--- src/hdl/mbm_pkg.sv ---
// Shared types, codes and constants of the Modbus RTU meter reader.
// Holds the transaction structs, the register map and the CRC-16 byte update.
// Depends on nothing; every other file of the block but mbm_ram imports it.
package mbm_pkg;

  localparam int NumQuantities = 5;

  localparam logic [1:0] ActRequest = 2'd0;
  localparam logic [1:0] ActRxByte  = 2'd1;
  localparam logic [1:0] ActTimeout = 2'd2;

  localparam logic KindTx      = 1'b0;
  localparam logic KindOutcome = 1'b1;

  localparam logic [2:0] StsAccepted  = 3'd0;
  localparam logic [2:0] StsZero      = 3'd1;
  localparam logic [2:0] StsOverLimit = 3'd2;
  localparam logic [2:0] StsShort     = 3'd3;
  localparam logic [2:0] StsHeader    = 3'd4;
  localparam logic [2:0] StsCrc       = 3'd5;

  localparam logic [2:0] RegSlaveAddr  = 3'd0;
  localparam logic [2:0] RegEnable     = 3'd1;
  localparam logic [2:0] RegVoltLimit  = 3'd2;
  localparam logic [2:0] RegCurrLimit  = 3'd3;
  localparam logic [2:0] RegPowerLimit = 3'd4;

  localparam int AddrWidth = 5;

  localparam logic [7:0]  SlaveAddrReset  = 8'h01;
  localparam logic [30:0] VoltLimitReset  = 31'h43C8_0000;
  localparam logic [30:0] CurrLimitReset  = 31'h42C8_0000;
  localparam logic [30:0] PowerLimitReset = 31'h46C3_5000;

  localparam logic [7:0]  FuncReadInput = 8'h04;
  localparam logic [7:0]  RespByteCount = 8'h04;
  localparam logic [15:0] RegCount      = 16'h0002;
  localparam logic [15:0] CrcPoly       = 16'hA001;
  localparam logic [15:0] CrcInit       = 16'hFFFF;

  typedef struct packed {
    logic [1:0] action;
    logic [2:0] quantity;
    logic [7:0] rx_byte;
  } in_item_t;

  typedef struct packed {
    logic        kind;
    logic [7:0]  tx_byte;
    logic        last_of_run;
    logic [2:0]  which_quantity;
    logic [31:0] reading;
    logic [2:0]  status;
  } out_item_t;

  typedef struct packed {
    logic [7:0]  slave_address;
    logic        enable;
    logic [30:0] voltage_limit;
    logic [30:0] current_limit;
    logic [30:0] power_limit;
  } cfg_t;

  typedef struct packed {
    logic        is_outcome;
    logic [2:0]  quantity;
    logic [2:0]  status;
    logic [31:0] data;
    logic [7:0]  addr;
  } job_t;

  function automatic logic [15:0] crc16_byte(input logic [15:0] crc, input logic [7:0] b);
    logic [15:0] c;
    c = crc ^ {8'h00, b};
    for (int i = 0; i < 8; i++) begin
      c = c[0] ? ((c >> 1) ^ CrcPoly) : (c >> 1);
    end
    return c;
  endfunction

  function automatic logic [15:0] reg_of_quantity(input logic [2:0] q);
    logic [15:0] r;
    unique case (q)
      3'd0:    r = 16'h0000;
      3'd1:    r = 16'h0006;
      3'd2:    r = 16'h000C;
      3'd3:    r = 16'h0156;
      3'd4:    r = 16'h0180;
      default: r = 16'h0000;
    endcase
    return r;
  endfunction

endpackage

--- src/hdl/modbus_rtu_meter_reader.sv ---
// Top level of the Modbus RTU meter reader: registers, receive front end, emitter.
// Depends on mbm_pkg, mbm_regs, mbm_rx, mbm_emit and mbm_ram.
//
// A request transaction produces the eight bytes of a read-input-registers frame, one
// output transaction per cycle while the output is not stalled, with the CRC built a
// byte a cycle in the emitter. The front end takes received bytes and timeouts at one
// per cycle while the job register has room; the ninth byte or a timeout yields one
// outcome via the job register, a RAM read unless accepted, and the result register.
// A one-entry job register sits between the front end and the emitter and a result
// register drives the output, so new input is taken while a result waits. Held readings
// live in a RAM of NUM_QUANTITIES words, and per-entry valid flags make them read as
// zero after reset, with no clearing pass.
module modbus_rtu_meter_reader import mbm_pkg::*; #(
  parameter int NUM_QUANTITIES = NumQuantities
) (
  input  logic                 clk_i,
  input  logic                 rst_ni,
  input  logic                 in_valid_i,
  output logic                 in_ready_o,
  input  in_item_t             in_item_i,
  output logic                 out_valid_o,
  input  logic                 out_ready_i,
  output out_item_t            out_item_o,
  input  logic                 psel,
  input  logic                 penable,
  input  logic                 pwrite,
  input  logic [AddrWidth-1:0] paddr,
  input  logic [31:0]          pwdata,
  output logic [31:0]          prdata,
  output logic                 pready
);

  cfg_t cfg;
  logic job_valid, job_take;
  job_t job;

  mbm_regs u_regs (
    .clk_i  (clk_i),
    .rst_ni (rst_ni),
    .psel   (psel),
    .penable(penable),
    .pwrite (pwrite),
    .paddr  (paddr),
    .pwdata (pwdata),
    .prdata (prdata),
    .pready (pready),
    .cfg_o  (cfg)
  );

  mbm_rx #(
    .NumQ(NUM_QUANTITIES)
  ) u_rx (
    .clk_i      (clk_i),
    .rst_ni     (rst_ni),
    .cfg_i      (cfg),
    .in_valid_i (in_valid_i),
    .in_ready_o (in_ready_o),
    .in_item_i  (in_item_i),
    .job_valid_o(job_valid),
    .job_o      (job),
    .job_take_i (job_take)
  );

  mbm_emit #(
    .NumQ(NUM_QUANTITIES)
  ) u_emit (
    .clk_i      (clk_i),
    .rst_ni     (rst_ni),
    .job_valid_i(job_valid),
    .job_i      (job),
    .job_take_o (job_take),
    .out_valid_o(out_valid_o),
    .out_ready_i(out_ready_i),
    .out_item_o (out_item_o)
  );

endmodule

--- src/hdl/mbm_ram.sv ---
// Generic single-clock RAM with one write port and one registered read port.
// Depends on nothing.
module mbm_ram #(
  parameter int Width = 32,
  parameter int Depth = 8
) (
  input  logic                                    clk_i,
  input  logic                                    we_i,
  input  logic [(Depth > 1 ? $clog2(Depth) : 1)-1:0] waddr_i,
  input  logic [Width-1:0]                        wdata_i,
  input  logic                                    re_i,
  input  logic [(Depth > 1 ? $clog2(Depth) : 1)-1:0] raddr_i,
  output logic [Width-1:0]                        rdata_o
);

  logic [Width-1:0] mem [Depth];
  logic [Width-1:0] rdata_q;

  always_ff @(posedge clk_i) begin
    if (we_i) begin
      mem[waddr_i] <= wdata_i;
    end
    if (re_i) begin
      rdata_q <= mem[raddr_i];
    end
  end

  assign rdata_o = rdata_q;

endmodule

--- src/hdl/mbm_regs.sv ---
// APB-style configuration registers of the meter reader.
// Depends on mbm_pkg for the register map, reset values and cfg_t.
module mbm_regs import mbm_pkg::*; (
  input  logic                 clk_i,
  input  logic                 rst_ni,
  input  logic                 psel,
  input  logic                 penable,
  input  logic                 pwrite,
  input  logic [AddrWidth-1:0] paddr,
  input  logic [31:0]          pwdata,
  output logic [31:0]          prdata,
  output logic                 pready,
  output cfg_t                 cfg_o
);

  cfg_t       cfg_q, cfg_d;
  logic [2:0] idx;

  assign idx    = paddr[AddrWidth-1:2];
  assign pready = 1'b1;

  always_comb begin
    cfg_d = cfg_q;
    if (psel && penable && pwrite) begin
      unique case (idx)
        RegSlaveAddr:  cfg_d.slave_address = pwdata[7:0];
        RegEnable:     cfg_d.enable        = pwdata[0];
        RegVoltLimit:  cfg_d.voltage_limit = pwdata[30:0];
        RegCurrLimit:  cfg_d.current_limit = pwdata[30:0];
        RegPowerLimit: cfg_d.power_limit   = pwdata[30:0];
        default: ;
      endcase
    end
  end

  always_comb begin
    unique case (idx)
      RegSlaveAddr:  prdata = {24'd0, cfg_q.slave_address};
      RegEnable:     prdata = {31'd0, cfg_q.enable};
      RegVoltLimit:  prdata = {1'b0, cfg_q.voltage_limit};
      RegCurrLimit:  prdata = {1'b0, cfg_q.current_limit};
      RegPowerLimit: prdata = {1'b0, cfg_q.power_limit};
      default:       prdata = 32'd0;
    endcase
  end

  always_ff @(posedge clk_i or negedge rst_ni) begin
    if (!rst_ni) begin
      cfg_q.slave_address <= SlaveAddrReset;
      cfg_q.enable        <= 1'b0;
      cfg_q.voltage_limit <= VoltLimitReset;
      cfg_q.current_limit <= CurrLimitReset;
      cfg_q.power_limit   <= PowerLimitReset;
    end else begin
      cfg_q <= cfg_d;
    end
  end

  assign cfg_o = cfg_q;

endmodule

--- src/hdl/mbm_rx.sv ---
// Front end: takes input transactions, tracks the response frame and queues jobs.
// Depends on mbm_pkg for item types, codes, the job struct and the CRC update.
module mbm_rx import mbm_pkg::*; #(
  parameter int NumQ = NumQuantities
) (
  input  logic     clk_i,
  input  logic     rst_ni,
  input  cfg_t     cfg_i,
  input  logic     in_valid_i,
  output logic     in_ready_o,
  input  in_item_t in_item_i,
  output logic     job_valid_o,
  output job_t     job_o,
  input  logic     job_take_i
);

  logic        awaiting_q, awaiting_d;
  logic [2:0]  pend_q, pend_d;
  logic [3:0]  rx_cnt_q, rx_cnt_d;
  logic [15:0] crc_acc_q, crc_acc_d;
  logic        hdr_good_q, hdr_good_d;
  logic [31:0] data_q, data_d;
  logic [7:0]  crc_lo_q, crc_lo_d;
  logic        job_valid_q, job_valid_d;
  job_t        job_q, job_d;

  logic        accept, push, q_ok, limited;
  logic [30:0] limit;
  logic [2:0]  judge, final_sts;
  job_t        new_job;
  logic [7:0]  b;

  assign b          = in_item_i.rx_byte;
  assign in_ready_o = !job_valid_q || job_take_i;
  assign accept     = in_valid_i && in_ready_o;
  assign q_ok       = 32'(in_item_i.quantity) < NumQ;

  always_comb begin
    limited = 1'b1;
    limit   = '0;
    unique case (pend_q)
      3'd0:    limit = cfg_i.voltage_limit;
      3'd1:    limit = cfg_i.current_limit;
      3'd2:    limit = cfg_i.power_limit;
      default: limited = 1'b0;
    endcase
    if (data_q[30:0] == 31'd0) begin
      judge = StsZero;
    end else if (limited && (data_q[30:23] == 8'hFF) && (data_q[22:0] != 23'd0)) begin
      judge = StsOverLimit;
    end else if (limited && !data_q[31] && (data_q[30:0] > limit)) begin
      judge = StsOverLimit;
    end else begin
      judge = StsAccepted;
    end
  end

  always_comb begin
    priority if (!hdr_good_q) begin
      final_sts = StsHeader;
    end else if ({b, crc_lo_q} != crc_acc_q) begin
      final_sts = StsCrc;
    end else begin
      final_sts = judge;
    end
  end

  always_comb begin
    awaiting_d  = awaiting_q;
    pend_d      = pend_q;
    rx_cnt_d    = rx_cnt_q;
    crc_acc_d   = crc_acc_q;
    hdr_good_d  = hdr_good_q;
    data_d      = data_q;
    crc_lo_d    = crc_lo_q;
    job_d       = job_q;
    job_valid_d = job_valid_q && !job_take_i;
    push        = 1'b0;
    new_job     = '0;
    new_job.quantity = pend_q;
    new_job.data     = data_q;
    if (accept) begin
      unique case (in_item_i.action)
        ActRequest: begin
          if (cfg_i.enable && q_ok) begin
            push               = 1'b1;
            new_job.is_outcome = 1'b0;
            new_job.quantity   = in_item_i.quantity;
            new_job.addr       = cfg_i.slave_address;
            awaiting_d         = 1'b1;
            pend_d             = in_item_i.quantity;
            rx_cnt_d           = 4'd0;
            crc_acc_d          = CrcInit;
            hdr_good_d         = 1'b1;
            data_d             = '0;
            crc_lo_d           = '0;
          end
        end
        ActRxByte: begin
          if (awaiting_q) begin
            if (rx_cnt_q < 4'd7) begin
              crc_acc_d = crc16_byte(crc_acc_q, b);
              if (rx_cnt_q == 4'd0 && b != cfg_i.slave_address) hdr_good_d = 1'b0;
              if (rx_cnt_q == 4'd1 && b != FuncReadInput) hdr_good_d = 1'b0;
              if (rx_cnt_q == 4'd2 && b != RespByteCount) hdr_good_d = 1'b0;
              if (rx_cnt_q >= 4'd3) data_d = {data_q[23:0], b};
              rx_cnt_d = rx_cnt_q + 4'd1;
            end else if (rx_cnt_q == 4'd7) begin
              crc_lo_d = b;
              rx_cnt_d = 4'd8;
            end else begin
              rx_cnt_d           = 4'd0;
              awaiting_d         = 1'b0;
              push               = 1'b1;
              new_job.is_outcome = 1'b1;
              new_job.status     = final_sts;
            end
          end
        end
        ActTimeout: begin
          if (awaiting_q) begin
            rx_cnt_d           = 4'd0;
            awaiting_d         = 1'b0;
            push               = 1'b1;
            new_job.is_outcome = 1'b1;
            new_job.status     = StsShort;
          end
        end
        default: ;
      endcase
    end
    if (push) begin
      job_d       = new_job;
      job_valid_d = 1'b1;
    end
  end

  always_ff @(posedge clk_i or negedge rst_ni) begin
    if (!rst_ni) begin
      awaiting_q  <= 1'b0;
      pend_q      <= '0;
      rx_cnt_q    <= '0;
      crc_acc_q   <= CrcInit;
      hdr_good_q  <= 1'b1;
      data_q      <= '0;
      crc_lo_q    <= '0;
      job_valid_q <= 1'b0;
    end else begin
      awaiting_q  <= awaiting_d;
      pend_q      <= pend_d;
      rx_cnt_q    <= rx_cnt_d;
      crc_acc_q   <= crc_acc_d;
      hdr_good_q  <= hdr_good_d;
      data_q      <= data_d;
      crc_lo_q    <= crc_lo_d;
      job_valid_q <= job_valid_d;
    end
  end

  always_ff @(posedge clk_i) begin
    job_q <= job_d;
  end

  assign job_valid_o = job_valid_q;
  assign job_o       = job_q;

endmodule

--- src/hdl/mbm_emit.sv ---
// Back end: sends request frames byte by byte and settles readings in the value RAM.
// Depends on mbm_pkg and on mbm_ram for the held readings.
module mbm_emit import mbm_pkg::*; #(
  parameter int NumQ = NumQuantities
) (
  input  logic      clk_i,
  input  logic      rst_ni,
  input  logic      job_valid_i,
  input  job_t      job_i,
  output logic      job_take_o,
  output logic      out_valid_o,
  input  logic      out_ready_i,
  output out_item_t out_item_o
);

  localparam int QIW = (NumQ > 1) ? $clog2(NumQ) : 1;

  localparam logic [1:0] SIdle = 2'd0;
  localparam logic [1:0] STx   = 2'd1;
  localparam logic [1:0] SOut  = 2'd2;

  logic [1:0]      state_q, state_d;
  logic [2:0]      idx_q, idx_d;
  logic [15:0]     crc_q, crc_d;
  job_t            cur_q, cur_d;
  logic [NumQ-1:0] vld_q, vld_d;
  logic            out_valid_q, out_valid_d;
  out_item_t       out_q, out_d;

  logic            out_free, ram_we, ram_re;
  logic [QIW-1:0]  job_idx, cur_idx;
  logic [31:0]     ram_rdata;
  logic [15:0]     reg_addr;
  logic [7:0]      tx_byte;

  assign out_free = !out_valid_q || out_ready_i;
  assign job_idx  = QIW'(job_i.quantity);
  assign cur_idx  = QIW'(cur_q.quantity);
  assign reg_addr = reg_of_quantity(cur_q.quantity);

  mbm_ram #(
    .Width(32),
    .Depth(NumQ)
  ) u_values (
    .clk_i  (clk_i),
    .we_i   (ram_we),
    .waddr_i(job_idx),
    .wdata_i(job_i.data),
    .re_i   (ram_re),
    .raddr_i(job_idx),
    .rdata_o(ram_rdata)
  );

  always_comb begin
    unique case (idx_q)
      3'd0:    tx_byte = cur_q.addr;
      3'd1:    tx_byte = FuncReadInput;
      3'd2:    tx_byte = reg_addr[15:8];
      3'd3:    tx_byte = reg_addr[7:0];
      3'd4:    tx_byte = RegCount[15:8];
      3'd5:    tx_byte = RegCount[7:0];
      3'd6:    tx_byte = crc_q[7:0];
      3'd7:    tx_byte = crc_q[15:8];
      default: tx_byte = 8'h00;
    endcase
  end

  always_comb begin
    state_d     = state_q;
    idx_d       = idx_q;
    crc_d       = crc_q;
    cur_d       = cur_q;
    vld_d       = vld_q;
    out_d       = out_q;
    out_valid_d = out_valid_q && !out_ready_i;
    job_take_o  = 1'b0;
    ram_we      = 1'b0;
    ram_re      = 1'b0;
    unique case (state_q)
      SIdle: begin
        if (job_valid_i) begin
          job_take_o = 1'b1;
          cur_d      = job_i;
          if (job_i.is_outcome) begin
            if (job_i.status == StsAccepted) begin
              ram_we         = 1'b1;
              vld_d[job_idx] = 1'b1;
            end else begin
              ram_re = 1'b1;
            end
            state_d = SOut;
          end else begin
            idx_d   = 3'd0;
            crc_d   = CrcInit;
            state_d = STx;
          end
        end
      end
      STx: begin
        if (out_free) begin
          out_valid_d          = 1'b1;
          out_d                = '0;
          out_d.kind           = KindTx;
          out_d.tx_byte        = tx_byte;
          out_d.which_quantity = cur_q.quantity;
          out_d.last_of_run    = (idx_q == 3'd7);
          if (idx_q < 3'd6) crc_d = crc16_byte(crc_q, tx_byte);
          idx_d = idx_q + 3'd1;
          if (idx_q == 3'd7) state_d = SIdle;
        end
      end
      SOut: begin
        if (out_free) begin
          out_valid_d          = 1'b1;
          out_d                = '0;
          out_d.kind           = KindOutcome;
          out_d.last_of_run    = 1'b1;
          out_d.which_quantity = cur_q.quantity;
          out_d.status         = cur_q.status;
          if (cur_q.status == StsAccepted) begin
            out_d.reading = cur_q.data;
          end else if (vld_q[cur_idx]) begin
            out_d.reading = ram_rdata;
          end
          state_d = SIdle;
        end
      end
      default: state_d = SIdle;
    endcase
  end

  always_ff @(posedge clk_i or negedge rst_ni) begin
    if (!rst_ni) begin
      state_q     <= SIdle;
      idx_q       <= '0;
      crc_q       <= CrcInit;
      vld_q       <= '0;
      out_valid_q <= 1'b0;
    end else begin
      state_q     <= state_d;
      idx_q       <= idx_d;
      crc_q       <= crc_d;
      vld_q       <= vld_d;
      out_valid_q <= out_valid_d;
    end
  end

  always_ff @(posedge clk_i) begin
    cur_q <= cur_d;
    out_q <= out_d;
  end

  assign out_valid_o = out_valid_q;
  assign out_item_o  = out_q;

endmodule

--- config.mk ---
export PLATFORM = sky130hd
export DESIGN_NAME = modbus_rtu_meter_reader
export DESIGN_NICKNAME = d
export VERILOG_FILES = /design/src/hdl/mbm_pkg.sv /design/src/hdl/modbus_rtu_meter_reader.sv /design/src/hdl/mbm_ram.sv /design/src/hdl/mbm_regs.sv /design/src/hdl/mbm_rx.sv /design/src/hdl/mbm_emit.sv
export SDC_FILE = /design/constraint.sdc
export NUM_CORES = 1
export LEC_CHECK = 0
export BUFFER_PORTS_ARGS = -buffer_cell sky130_fd_sc_hd__buf_2
export CORE_MARGIN = 2
export CORE_UTILIZATION = 40
export CTS_BUF_LIST = sky130_fd_sc_hd__clkbuf_16
export DETAILED_ROUTE_END_ITERATION = 6
export SLEW_MARGIN = 20
export SYNTH_ARGS = -nofsm -noshare
export SYNTH_HDL_FRONTEND = slang
export SYNTH_SLANG_ARGS = --single-unit
--- constraint.sdc ---
create_clock -name clk_i -period 6.9 [get_ports clk_i]
set_input_delay 0.69 -clock clk_i [delete_from_list [all_inputs] [get_ports clk_i]]
set_output_delay 0.69 -clock clk_i [all_outputs]
set_load 0.03 [all_outputs]
==> out/summary.log <==
INFO  pwr            power.share.switching=30.78%
INFO  logic_synthesis post_synth_num_cell_types=71
INFO  sta            setup_viol_count_final=0
INFO  clock_tree     clock_tree_from_tritoncts=built
INFO  clock_tree     cts_hold_repair.buffers=0
INFO  pwr            power-per-cell-area=347.1nW/um^2
INFO  clock_tree     numClockSinks=528
INFO  global_route   pin_count_of_the_biggest_net_entering_global_routing=71
INFO  routing        firstDrtPassIters=5
INFO  pwr            power.share.combinational=23.5%
INFO  global_route   number_of_antenna_violations_at_the_first_check_in_global_routing=7
INFO  logic_synthesis synth.mux.area_fraction=9.959%
INFO  logic_synthesis netlist_area=23130squm
INFO  logic_synthesis synth-simple-area-share=7.817%
INFO  clock_tree     cts_root_buffer=clkbuf_16
INFO  sta            rsz0062_at_grt=no
INFO  sta            finalSetupTns=0ps
INFO  worst_setup_path slowest_cell_on_the_critical_path=nor2b_4
INFO  cells_and_area fin_area=26480squm
INFO  sta            timing.slew.headroom=29.08%
INFO  worst_hold_path worstHoldPathType=primary input to async pin
INFO  cells_and_area syn_to_final_growth=14.50%
INFO  floorplanning  floorplan.initialDensity=40.24%
INFO  pwr            sequentialPowerShare=45.1%
INFO  worst_setup_path path_buf_inv=1
INFO  floorplanning  overall_die_width=244.5microns
INFO  logic_synthesis synth_enable_flop_cells=333
INFO  sta            maximum_achievable_frequency=0.2533GHz
INFO  routing        drt-initial-drc-count=744
INFO  global_route   first_global_vias=14307
INFO  place          gp_congestion=0.9139
INFO  worst_setup_path critical_path.max_stage_delay=780ps
INFO  worst_setup_path worstSetupStartpointType=flop
INFO  clock_tree     cts_setup_buffers=0
INFO  routing        viasPerCell=5.314
INFO  pwr            power.clock.fraction=31.5%
INFO  sta            drv_slew=0
INFO  run            maxCapViolCount=0
INFO  sta            measured_slew_at_the_worst_slew_check_pin=1058ps
INFO  global_route   grt_overflow=0
INFO  routing        wire_per_inst=20.42microns
INFO  pwr            power_leakage=0.01015uW
INFO  worst_setup_path critPathTopFamily=compound AO/OA/AOI/OAI gates
INFO  clock_tree     cts_buffer_depth=3
INFO  sta            fin_crit=3948ps
INFO  pwr            report.power.total=9192uW
INFO  floorplanning  floorplan.rows=88
INFO  place          placed_cells=2531
INFO  worst_setup_path worstSetupStartpoint=u_rx.pend_q[1]
INFO  clock_tree     ctsResizeCount=0
INFO  logic_synthesis synth_cells=1698
INFO  worst_setup_path worst-path-max-fanout=31
INFO  clock_tree     numCtsBuffers=55
INFO  logic_synthesis synth_compound_area_share=10.24%
INFO  logic_synthesis ys.flop_type=edfxtp_1
INFO  cells_and_area num_antenna_cells=0
INFO  worst_setup_path worstRegToRegCells=14
INFO  cells_and_area drive_gt1_share=23.80%
INFO  pwr            internal-power=6363uW
INFO  worst_setup_path cp_cell_sequence=buf_4 -> nor2b_4 -> nand2_1 -> o21ai_0 -> nand2b_1 -> ha_1 -> a21o_1 -> a21o_1 -> a21oi_1 -> o21ai_0 -> a22oi_1 -> o211ai_1 -> o221ai_1 -> a21oi_1
INFO  worst_setup_path worstPathRequired=7270ps
INFO  place          detailed_place.area=24690squm
INFO  logic_synthesis post_synth_xor_area_fraction=2.716%
INFO  clock_tree     htree_num_levels=2
INFO  clock_tree     cts.clk_slew.worst_paths=60ps
INFO  worst_setup_path r2r-end=u_rx.job_o[41]
INFO  floorplanning  die_area=59760squm
INFO  routing        detail_route.drc_violations=0
INFO  logic_synthesis number_of_synthesized_register_bits=528
INFO  logic_synthesis synth_nets=1803
INFO  sta            layout_worst_path_cycle_share=57.22%
INFO  routing        ant_nets=0
INFO  floorplanning  io_pins=140
INFO  worst_setup_path worst_setup_end_kind=flop
INFO  run_status     run_status=finished clean
INFO  logic_synthesis synth.yosys.warnings=0
INFO  logic_synthesis largest_family_of_logic_cells_by_synthesized_area=compound AO/OA/AOI/OAI gates
INFO  worst_setup_path r2r_setup_slack=2950ps
INFO  routing        detailroute.via_count=14003
INFO  logic_synthesis ys_seq_area_share=64.62%
INFO  floorplanning  floorplan.die.height=244.5microns
INFO  logic_synthesis synthAdderAreaFrac=2.597%
INFO  global_route   grt_first_pass_wirelength=83650microns
INFO  place          post-dp-hpwl=34830microns
INFO  clock_tree     worst_skew_pair.late_latency=640ps
INFO  cells_and_area utilization=46.08%
INFO  worst_setup_path cp_data_arrival_time=4320ps
INFO  pwr            ir_worst_vdd=211.5uV
INFO  logic_synthesis async_flop_share=36.93%
INFO  pwr            p_switching=2830uW
INFO  logic_synthesis postSynthAreaPerCell=13.62squm
INFO  routing        drt-total-wl=53820microns
INFO  place          io_buffers=134
INFO  cells_and_area nets=1928
INFO  sta            hold_violations=0
INFO  worst_setup_path path_class=flop to flop
INFO  sta            finClkSkew=49.88ps
INFO  floorplanning  floorplan.core_area=57480squm
INFO  worst_setup_path reg2reg_from=u_rx.pend_q[1]
INFO  global_route   grt_usage=18.02%
INFO  cells_and_area final-instance-count-excl-fill=2635
-- cells in the final DEF (no fill, tap or decap), drive strengths merged, types with 4 or more instances in the layout --
cell	instances
a32o	4
clkbuf	56
a22o	33
nor3	15
edfxtp	333
or2	11
a22oi	68
nor2	89
a221oi	5
nand4	14
mux2	111
buf	164
nor2b	40
o21a	4
o31ai	4
clkinv	30
mux2i	103
xor2	23
o22a	15
and2	18
nand3	6
dfstp	54
ha	48
inv	34
a211oi	8
xnor2	41
bufinv	5
nor4	16
nand2b	39
dfrtp	141
a21oi	74
nand2	90
nor3b	5
a21o	12
o21ai	117
-- per-stage QoR --
| step | worst slack [ps] | hold WS [ps] |
|---|---|---|
| 5_1_grt | 2661 | 92.28 |
| 3_3_place_gp | 2973 | 407.8 |
| 4_1_cts | 2959 | 50.67 |
| 2_1_floorplan | 440.8 | 394.4 |
| 3_5_place_dp | 2978 | 408.9 |
| 6_report | 2952 | 70.43 |
-- final cells by class --
type,instances,area [sq um]
fillers,5164,30990
flip-flops and latches,528,14950
multi-input cells,1052,7790
clock buffers,55,1376
well taps,765,957.2
repair buffers,165,912.1
clock inverters,49,420.4
inverters,21,78.83
-- synthesized netlist by cell type, types with 4 or more instances --
cell      instances  area share, %
a211oi_1          6           0.19
nand2_1          89            1.4
o22a_1           13           0.49
o31ai_1           4           0.13
buf_1            10           0.16
mux2_2          110            5.4
nand4_1          14           0.38
o21ai_0         114            2.5
edfxtp_1        333             43
nor2b_1          40            1.1
xnor2_2           4           0.28
nor2_1           89            1.4
a32o_1            4           0.17
nor4_1           16           0.43
nor3_1           15           0.32
or2_2             9           0.24
a221oi_1          5           0.19
nand2b_1         39            1.1
dfstp_2          54            6.1
o21a_1            4           0.13
nand3_1           6           0.13
mux2i_1         103            4.5
dfrtp_1         141             15
a21o_1           12           0.39
xor2_1           23           0.87
inv_1            20           0.32
a22oi_1          68            2.2
a21oi_1          73            1.6
xnor2_1          35            1.3
a22o_1           33            1.2
and2_1           18           0.49
ha_1             48            2.6
nor3b_1           5           0.16
clkbuf_1         82            1.3
-- logic make-up (layout without fill, tap and decap cells) --
logic type	count (synthesis)	after routing
mux	215	215
flops	528	528
other cells	2	2
xor+xnor	64	64
simple gates	359	359
fa+ha+maj	48	48
buf+inv	118	290
compound gates	364	364
-- worst max path at each step --
stage / to / slack, ps / cells after the start
after floorplan: u_emit.u_values.mem[1][0] / 440 / 6
after global placement: u_rx.job_o[41] / 2970 / 13
after detailed placement: u_rx.job_o[41] / 2980 / 13
after CTS: u_rx.job_o[41] / 2960 / 13
after global routing: u_rx.job_o[41] / 2660 / 13
final: u_rx.job_o[41] / 2950 / 14
-- layer usage --
metal | vias up | part of all wire, % | global-route usage, %
li1 | 6586 | - | -
met1 | 6988 | 44 | 23.30
met2 | 326 | 49 | 30.86
met3 | 89 | 5.1 | 3.106
met4 | 14 | 2.4 | 5.685
met5 | - | 0.16 | 0
-- power by group through the flow --
stage / clock, uW / combinational, uW / sequential [uW]
3_3_place_gp: 0 / 2120 / 4190
6_report: 2890 / 2160 / 4140
2_1_floorplan: 0 / 1410 / 4360
5_1_grt: 3090 / 2360 / 4190
3_5_place_dp: 0 / 2160 / 4200
4_1_cts: 2980 / 2180 / 4140
-- state kept, by name (all words and copies together) (netlist names), 2 cells and up --
signal,count
u_emit.idx_q,3
u_rx.rx_cnt_q,4
u_rx.job_o,47
u_emit.crc_q,16
u_rx.data_q,32
u_rx.pend_q,3
u_emit.vld_q,5
u_emit.u_values.mem,160
u_emit.out_item_o,48
u_emit.cur_q,43
u_rx.crc_lo_q,8
u_emit.state_q,2
u_rx.crc_acc_q,16
u_regs.cfg_o,102
u_emit.cur_idx,3
u_emit.u_values.rdata_o,32
Power figures use the tool's default switching activity.
